**src/sv/fcs_ram.sv**
```systemverilog
// Generic simple dual-port RAM with registered read.
module fcs_ram #(
	parameter int WIDTH = 32,
	parameter int DEPTH = 32
) (
	input  logic                     clk,
	input  logic                     we,
	input  logic [$clog2(DEPTH)-1:0] waddr,
	input  logic [WIDTH-1:0]         wdata,
	input  logic [$clog2(DEPTH)-1:0] raddr,
	output logic [WIDTH-1:0]         rdata
);

	logic [WIDTH-1:0] mem [DEPTH];

	always_ff @(posedge clk) begin
		if (we)
			mem[waddr] <= wdata;
		rdata <= mem[raddr];
	end

endmodule

```
**config.mk**
```make
export PLATFORM = sky130hd
export DESIGN_NAME = fcs_ram
export DESIGN_NICKNAME = d
export VERILOG_FILES = /design/src/sv/fcs_ram.sv
export SDC_FILE = /design/constraint.sdc
export NUM_CORES = 1
export LEC_CHECK = 0
export BUFFER_PORTS_ARGS = -buffer_cell sky130_fd_sc_hd__buf_2
export CELL_PAD_IN_SITES_DETAIL_PLACEMENT = 0
export CELL_PAD_IN_SITES_GLOBAL_PLACEMENT = 1
export CORE_MARGIN = 10
export CORE_UTILIZATION = 45
export CTS_CLUSTER_SIZE = 20
export DETAILED_ROUTE_END_ITERATION = 8
export PLACE_DENSITY = 0.64
export SYNTH_ARGS = -nofsm -noshare
export SYNTH_HDL_FRONTEND = slang
export SYNTH_SLANG_ARGS = --single-unit
```
**constraint.sdc**
```tcl
create_clock -name clk -period 5.36 [get_ports clk]
set_clock_uncertainty 0.15 [all_clocks]
set_input_delay 1.072 -clock clk [delete_from_list [all_inputs] [get_ports clk]]
set_output_delay 1.072 -clock clk [all_outputs]
set_load 0.03 [all_outputs]
```
Word level (Yosys, flattened, before mapping)
Memory sizes are Yosys's and may differ from the RTL's. A register that Yosys moved wholly into a read port is not among the register bits. Index checks and enable logic that the tools add are counted.

Bits in registers: 0. Bits in latches: 0. RAM bits: 1024. ROM bits: 0. Input bits: 44. Output and inout bits: 32. Word-level logic and storage cells: 3. Memories kept: 1.

Memory list: mem (depth 32, bits a word 32, read ports 1, clocked after memory_dff 1, write ports 1, line 14) `logic [WIDTH-1:0] mem [DEPTH];`.

Add/sub/neg operators: 0. Multiply operators: 0. Div/mod/pow operators: 0. Order comparisons: 0. Eq/ne operators: 0. Shift operators: 0. Mux-type cells: 2. Bitwise operators: 0. Reduce and logical (&&, ||, !) cells: 0.

Operators by type and width (count): 1-bit 2-to-1 mux (2).

Depth between registers and ports, before layout
Gate-level depths: netlist of run 1.

Depth in word-level cells: 2. Mapped depth: 8. Depth with buffers taken out: 5.

Least setup slack after synthesis of run 1
Ideal clock, no wire load.

Path type: input port to flip-flop. Start point: input port waddr[1]. End point: memory mem[12][0] (enable). Library setup time: 0.421 ns. Arrival: 3.085 ns. Required time: 4.789 ns. Path slack: 1.704 ns. Cell stages on the path: 3. Path buffers: 1. Path through: or3b_2 -> clkbuf_1 -> nor2_1.

RTL lines: start, declared (line 8) `input logic [$clog2(DEPTH)-1:0] waddr,`; end, declared (line 14).

No word-level cell before the write port.

Worst setup path after layout of run 1
Start point: input port waddr[1]. End point: memory mem[21][15] (enable).

No word-level cell before the write port.

==> run summary, run 1 <==
Setup crit start kind - input port
Initial Util - 45.6%
vias in the first global route - 21.1k
Final ANT Viol Nets - 0
Total Power - 17.9 mW
CTS Buf Count - 111
die height - 320 um
I/O pin total - 76
P per Cell Area - 389 nW/um^2
Rows - 109
# diodes - 0
Max Fanout on Critical Path - 32
post-synth top area cell - edfxtp_1
Worst-Margin Slew - 1.41 ns
Max clock buf depth - 3
gr usage total - 20.2%
Core ar. - 88800 sq um
CTS tree - built
Design Area, Final - 46100 sq um
Root Buffer - clkbuf_16
Synthesized Nets - 2304
DR WL/cell - 28.9 um
Hold Vio Cnt, Final - 0
Cell variety after synth - 25
Placed Area - 42400 sq um
critical path buffer and inverter count - 1
Hold Crit Depth - 4
CP Capture Type - flop
grt ovf - 0
highest-delay cell along the critical path - nor2_4
Critical Path Sink - mem[21][15]
layout cells sized above 1 - 13.9%
RSZ-0062 raised after global routing - false
final setup fails - 0
Crit Path Category - in2reg
post-synthesis adder-cell area fraction - 0%
number of port buffers - 75
post-CTS setup buffers - 0
initial antenna violation count - 3
vias per inst - 5.74
Post-DP HPWL - 62.2 mm
delay-heaviest family, CP - simple AND/OR/NAND/NOR gates
Stages on worst setup path - 3
Critical R2R Capture - rdata[11]
Critical Path Max Stage Delay - 1.35 ns
FMAX - 320 MHz
reg2reg setup slack - 3.53 ns
fin crit share - 58.2%
GP Congestion - 0.802
Max rail drop VDD - 287 uV
Post-Synth Simple-Gate Area - 3.10%
register area - 31400 sq um
multi-input combinational cell area - 8610 sq um
Worst-Skew Late Latency - 0.68 ns
fin crit period - 3.12 ns
pre-CTS WS - 1.53 ns
# nets final - 2429
DRT Pass-1 Iters - 6
ranking of synthesized cells by area - edfxtp_1 (76%), mux2i_1 (13%), a22oi_1 (1.8%)
Cell Area, Synth - 40500 sq um
main combinational cell family by area after synthesis - multiplexers
Ys Warns - 0
Yosys top cell area share - 76.0%
Max H-tree Level - 3
worst setup margin - 2.24 ns
Post-CTS Hold Buffers - 0
final setup TNS - 0 ns
Detailed Route Iter0 Violations - 1882
Seq/Total Area, Yosys - 77.5%
utilization after layout - 52.0%
Crit path required time - 5.48 ns
chip width - 320 um
Worst Reg-to-Reg Cells - 5
run status - finished clean
Synth Instances - 2260
Vias - 20.9k
first-pass GRT wire length - 151 mm
critical path startpoint - waddr[1]
CTS resizes - 0
max_slew headroom - 5.65%
min-delay worst type - reg2reg
total clock sinks - 1056
DRC Markers - 0
XOR/XNOR Fraction of Synth Area - 0%
Routed Wire Length - 105 mm
Synth Area in Compound Gates - 4.85%
clk slew on worst S/H paths - 0.06 ns
synthesis-to-finish area growth - 14.0%
worst reg2reg startpoint - mem[1][11]
synthesized area per cell - 17.9 sq um
Leak - 16.1 nW
# fillers - 7069
final count of pins violating max slew - 0
mux cell area share after synthesis - 12.7%
pin count of the biggest net entering global routing - 78
CP cell instances - buf_2 -> nand3b_1 -> nor2_4
max-cap viol count - 0
die area - 102000 sq um
Critical Path AT - 3.24 ns
post-synthesis register bit count - 1056
==> placed cells by master, fill, tap and decap left out, types with 2 or more instances in the layout <==
master      synthesis  final
edfxtp_1         1024   1024
mux2i_1           512    512
clkbuf_16           0    112
nand3_1            98     98
nand2_1            98     97
a22oi_1            96     96
a21oi_1            96     96
buf_2              26     74
a22o_1             64     64
buf_4              33     52
nor2_4              0     33
nor3_1             32     32
a31oi_1            32     32
dfxtp_1            32     32
clkbuf_1           46     29
clkinv_2            0     21
clkinv_1            0     15
bufinv_16           0     14
buf_12              0     12
clkbuf_8            0      7
nand3b_1            5      5
clkinvlp_4          0      4
or3b_2              3      3
nand2b_2            0      2
==> tightest hold or removal path: cells and delay by family, from the launching register on <==
family	cells	cell delay (ns)
AOI/OAI and AO/OA	1	0.07
muxes	1	0.07
DFF	1	0.32
and+or+nand+nor	2	0.13
==> final cells by class <==
cell class	instances	area share, %
clock inverters	58	1.44
well taps	1165	3.16
multi-input cells	1077	18.7
flip-flops and latches	1056	68.0
clock buffers	148	6.52
repair buffers	139	2.20
==> where the power goes <==
part           switching, mW  internal, mW  total, mW
sequential            0.0618          9.18       9.25
clock                   3.12          4.60       7.72
combinational          0.683         0.281      0.963
total                   3.86          14.1       17.9
==> per-layer routing <==
layer | vias to the layer above | GRT usage, % | share of wire [%]
met3 | 146 | 2.85 | 4.6
met1 | 10953 | 26.3 | 42
met5 | - | 0 | 0
met2 | 578 | 34.8 | 50
met4 | 0 | 6.07 | 2.8
li1 | 9242 | - | -
==> kinds of logic after synthesis <==
group / after synthesis
AO/OA/AOI/OAI: 288
buffers and inverters: 127
flip-flops: 1056
multiplexers: 512
AND/OR/NAND/NOR: 277
==> registers in the layout, summed over array words and instances (netlist names) <==
register  flops
mem        1024
rdata        32
==> Yosys cell counts <==
cell / instances
a21oi_1: 96
a22o_1: 64
a22oi_1: 96
a31oi_1: 32
and2_1: 1
and2b_1: 1
buf_1: 5
buf_2: 26
buf_4: 33
buf_6: 15
clkbuf_1: 46
clkbuf_4: 2
dfxtp_1: 32
edfxtp_1: 1024
mux2i_1: 512
nand2_1: 98
nand2b_1: 2
nand3_1: 98
nand3b_1: 5
nor2_1: 34
nor2b_1: 1
nor3_1: 32
or2_2: 1
or3_1: 1
or3b_2: 3
==> through the flow <==
| step | cells | hold WS (ns) |
|---|---|---|
| 2_1_floorplan | 2260 | 0.403 |
| 3_3_place_gp | 3435 | 0.451 |
| 5_1_grt | 3643 | 0.491 |
| 3_5_place_dp | 3435 | 0.440 |
| 6_report | 3643 | 0.456 |
| 4_1_cts | 3641 | 0.456 |
==> worst min-delay path by stage <==
stage	from	endpoint	slack, ns
final	mem[17][17]	rdata[17]	0.46
after global routing	mem[16][12]	rdata[12]	0.49
after CTS	mem[17][12]	rdata[12]	0.46
after detailed placement	mem[17][12]	rdata[12]	0.44
after global placement	mem[16][12]	rdata[12]	0.45
after floorplan	mem[16][10]	rdata[10]	0.40
Note: power is estimated with default switching activity, not from simulation.
==> run 2, diff against run 1 <==
==> constraint.sdc (replaced) <==
create_clock -name clk -period 2.9 [get_ports clk]
set_clock_uncertainty 0.15 [all_clocks]
set_input_delay 0.58 -clock clk [delete_from_list [all_inputs] [get_ports clk]]
set_output_delay 0.58 -clock clk [all_outputs]
set_load 0.03 [all_outputs]
==> run summary, run 2 (same netlist as run 1, synthesis figures left out) <==
run status - finished clean
worst reg2reg startpoint - mem[0][10]
# placed instances - 3502
Crit Path Category - reg2out
Max clock buf depth - 3
max_slew headroom - 55.0%
layout cells sized above 1 - 15.5%
CTS resizes - 0
vias in the first global route - 21.2k
Setup crit start kind - flop
Max rail drop VDD - 495 uV
Max Fanout on Critical Path - 1
Clock Power Share - 41.9%
vias per inst - 5.70
Internal - 25.5 mW
GP Congestion - 0.759
first-pass GRT wire length - 149 mm
initial antenna violation count - 4
# nets final - 2491
Initial Util - 45.6%
Total Power - 32.4 mW
highest-delay cell along the critical path - dfxtp_1
fin crit share - 72.8%
DR WL/cell - 27.9 um
Design Area, Final - 47100 sq um
Rows - 109
Hold Vio Cnt, Final - 0
RSZ-0062 raised after global routing - false
CTS tree - built
commonest non-fill, non-tap cells in the layout - edfxtp_1 (1024), mux2i_1 (512), clkbuf_16 (109)
Worst-Skew Late Latency - 0.69 ns
DRC Markers - 0
FMAX - 474 MHz
delay-heaviest family, CP - flip-flops
critical path buffer and inverter count - 1
Routed Wire Length - 103 mm
number of port buffers - 75
I/O pin total - 76
Core ar. - 88800 sq um
Vias - 21.1k
worst setup margin - 0.789 ns
chip width - 320 um
post-CTS setup buffers - 0
Sw Ratio - 21.5%
Max H-tree Level - 3
Post-DP HPWL - 56.3 mm
DRT Pass-1 Iters - 5
clk slew on worst S/H paths - 0.06 ns
Largest Register - mem
grt ovf - 0
# fillers - 7009
final count of pins violating max slew - 0
CTS Buf Count - 108
Critical Path Max Stage Delay - 0.45 ns
max-cap viol count - 0
Leak - 16.4 nW
Largest regs - mem (1024), rdata (32)
pre-CTS WS - 0.186 ns
Final ANT Viol Nets - 0
Post-CTS Hold Buffers - 0
register area - 31400 sq um
min-delay worst type - in2reg
P per Cell Area - 689 nW/um^2
Root Buffer - clkbuf_16
CP Capture Type - output port
Critical Path AT - 1.38 ns
Worst-Margin Slew - 0.672 ns
most common cell after layout, fill and taps aside - edfxtp_1
multi-input combinational cell area - 8610 sq um
final setup fails - 0
pin count of the biggest net entering global routing - 44
die height - 320 um
Placed Area - 43600 sq um
synthesis-to-finish area growth - 16.3%
Detailed Route Iter0 Violations - 1950
worst hold path startpoint - wdata[19]
total clock sinks - 1056
Net Switching - 6.98 mW
Seq pwr share - 52.6%
Crit path required time - 2.17 ns
die area - 102000 sq um
CP cell instances - buf_2
critical path startpoint - rdata[3]
Post-Layout Cell Count - 3702
Largest register FFs - 1024
Comb pwr share - 5.5%
# diodes - 0
gr usage total - 19.9%
fin crit period - 2.11 ns
run 2: final timing paths:
path	endpoint	slack, ns	depth (start not counted)
max	rdata[3]	0.79	1
min	mem[4][19]	0.22	1
min reg2reg	rdata[21]	0.45	4
max reg2reg	rdata[10]	1.15	5
run 2: per-stage QoR:
stage / hold slack (ns) / utilization (%) / TNS, ns
floorplan: 0.403 / - / -79.38
global placement: 0.433 / 49.1 / 0
detailed placement: 0.436 / 49.1 / 0
CTS: 0.185 / 53.0 / 0
global route: 0.231 / 53.0 / 0
finish: 0.222 / 53.0 / 0
run 2: power by group through the flow:
stage / logic, mW / clock network [mW] / registers, mW
CTS: 1.80 / 13.9 / 17.1
detailed placement: 1.80 / 0 / 17.4
finish: 1.78 / 13.6 / 17.1
global route: 1.91 / 14.5 / 17.1
global placement: 1.78 / 0 / 17.4
floorplan: 0.877 / 0 / 17.5
run 2: area by class of cell:
class                   count  share of cell area (%)
clock inverters            57                    1.20
repair buffers            204                    4.55
well taps                1165                    3.10
flip-flops and latches   1056                    66.7
multi-input cells        1077                    18.3
clock buffers             143                    6.21
run 2: metal layers:
metal	up-vias	global-route usage, %	wire length [um]
li1	9376	-	-
met3	156	3.55	5410
met5	-	0	24
met4	4	5.18	2280
met2	576	32.9	50500
met1	10976	27.1	45200
==> run 3, diff against run 2 <==
==> constraint.sdc (replaced) <==
create_clock -name clk -period 2.04 [get_ports clk]
set_clock_uncertainty 0.15 [all_clocks]
set_input_delay 0.408 -clock clk [delete_from_list [all_inputs] [get_ports clk]]
set_output_delay 0.408 -clock clk [all_outputs]
set_load 0.03 [all_outputs]
==> run summary, run 3 (same netlist as run 1, synthesis figures left out) <==
Critical R2R Capture - rdata[4]
Core ar. - 88800 sq um
register area - 31400 sq um
fin crit period - 1.96 ns
worst hold path startpoint - wdata[1]
Max Fanout on Critical Path - 1
Seq pwr share - 52.1%
Final ANT Viol Nets - 0
CP Capture Type - output port
Crit Path Category - reg2out
# diodes - 0
synthesis-to-finish area growth - 19.6%
Largest Register - mem
number of port buffers - 75
Post-CTS Hold Buffers - 0
total clock sinks - 1056
DRT Pass-1 Iters - 5
worst reg2reg startpoint - mem[3][4]
gr usage total - 20.4%
Critical Path Max Stage Delay - 0.47 ns
FMAX - 509 MHz
vias in the first global route - 21.8k
min-delay worst type - in2reg
Setup crit start kind - flop
vias per inst - 5.72
Hold Vio Cnt, Final - 0
first-pass GRT wire length - 152 mm
DRC Markers - 0
die height - 320 um
Hold Path End - mem[20][1]
multi-input combinational cell area - 8610 sq um
Worst-Skew Late Latency - 0.68 ns
grt ovf - 0
Internal - 36.7 mW
P per Cell Area - 963 nW/um^2
pin count of the biggest net entering global routing - 40
fin crit share - 96.3%
Root Buffer - clkbuf_16
chip width - 320 um
CTS Buf Count - 108
Max rail drop VDD - 679 uV
max_slew headroom - 60.2%
worst setup margin - 0.0753 ns
GP Congestion - 0.804
Vias - 21.7k
Largest regs - mem (1024), rdata (32)
reg2reg setup slack - 0.47 ns
Rows - 109
Largest register FFs - 1024
RSZ-0062 raised after global routing - false
utilization after layout - 54.5%
Comb pwr share - 5.8%
Total Power - 46.6 mW
Worst-Margin Slew - 0.598 ns
delay-heaviest family, CP - flip-flops
Critical Path AT - 1.41 ns
CTS tree - built
# nets final - 2590
final setup fails - 0
initial antenna violation count - 10
Max clock buf depth - 3
Sw Ratio - 21.2%
# fillers - 6904
run status - finished clean
DR WL/cell - 27.8 um
Net Switching - 9.89 mW
Clock Power Share - 42.1%
die area - 102000 sq um
highest-delay cell along the critical path - dfxtp_1
Detailed Route Iter0 Violations - 1815
Leak - 17.2 nW
Worst Reg-to-Reg Cells - 6
most common cell after layout, fill and taps aside - edfxtp_1
Crit path required time - 1.48 ns
clk slew on worst S/H paths - 0.06 ns
pre-CTS WS - -0.177 ns
final count of pins violating max slew - 0
final setup TNS - 0 ns
Initial Util - 45.6%
I/O pin total - 76
critical path buffer and inverter count - 1
layout cells sized above 1 - 19.3%
max-cap viol count - 0
post-CTS setup buffers - 0
Routed Wire Length - 106 mm
commonest non-fill, non-tap cells in the layout - edfxtp_1 (1024), mux2i_1 (512), buf_4 (125)
Hold Crit Depth - 1
Max H-tree Level - 3
CP cell instances - buf_2
Post-DP HPWL - 63.9 mm
-- run 3: cell count changes in the layout (fill, tap and decap cells not counted), sizes merged --
cell      delta
clkinv       -5
buf         +99
inv          -3
clkinvlp     -3
clkbuf      +12
-- run 3: through the flow --
stage               hold WS (ns)  cells  cell area [sq um]
detailed placement         0.431   3601              44800
global route              0.0746   3802              48400
finish                    0.0708   3802              48400
global placement           0.423   3601              44800
floorplan                  0.357   2260              40700
CTS                       0.0415   3802              48400
-- run 3: what timing repair did --
action | 4_1_cts | 5_1_grt
endpoints found under the hold margin | 0 | 0
gates resized for setup | 3 | 0
setup endpoints to repair | 3 | 0
-- run 3: how the worst max path moves through the flow --
stage,from,endpoint,slack [ns],cells after the start
after global placement,raddr[2],rdata[16],-0.16,10
after CTS,rdata[3],rdata[3],0.02,1
after detailed placement,raddr[2],rdata[16],-0.18,10
after global routing,rdata[7],rdata[7],0.03,1
after floorplan,waddr[4],mem[10][0],-0.34,2
final,rdata[3],rdata[3],0.08,1
-- run 3: power groups by stage --
stage	Combinational (mW)	Clock [mW]	Sequential, mW
2_1_floorplan	1.27	0	24.8
3_3_place_gp	2.70	0	24.7
3_5_place_dp	2.73	0	24.7
4_1_cts	2.74	19.9	24.3
5_1_grt	2.90	20.8	24.3
6_report	2.72	19.6	24.3
-- run 3: routing by layer --
layer	part of all wire, %	vias to the layer above	GRT usage, %
met1	43	11304	27.3
met4	3.0	12	6.08
met2	48	645	33.5
met3	5.6	200	3.98
li1	-	9578	-
met5	0.086	-	0
-- run 3: layout make-up --
type                       instances  share of cell area [%]
multi-input combinational       1077                    17.8
timing repair buffer             303                    6.99
clock buffer                     155                    6.35
tap                             1165                    3.01
clock inverter                    46                    1.01
sequential                      1056                    64.8
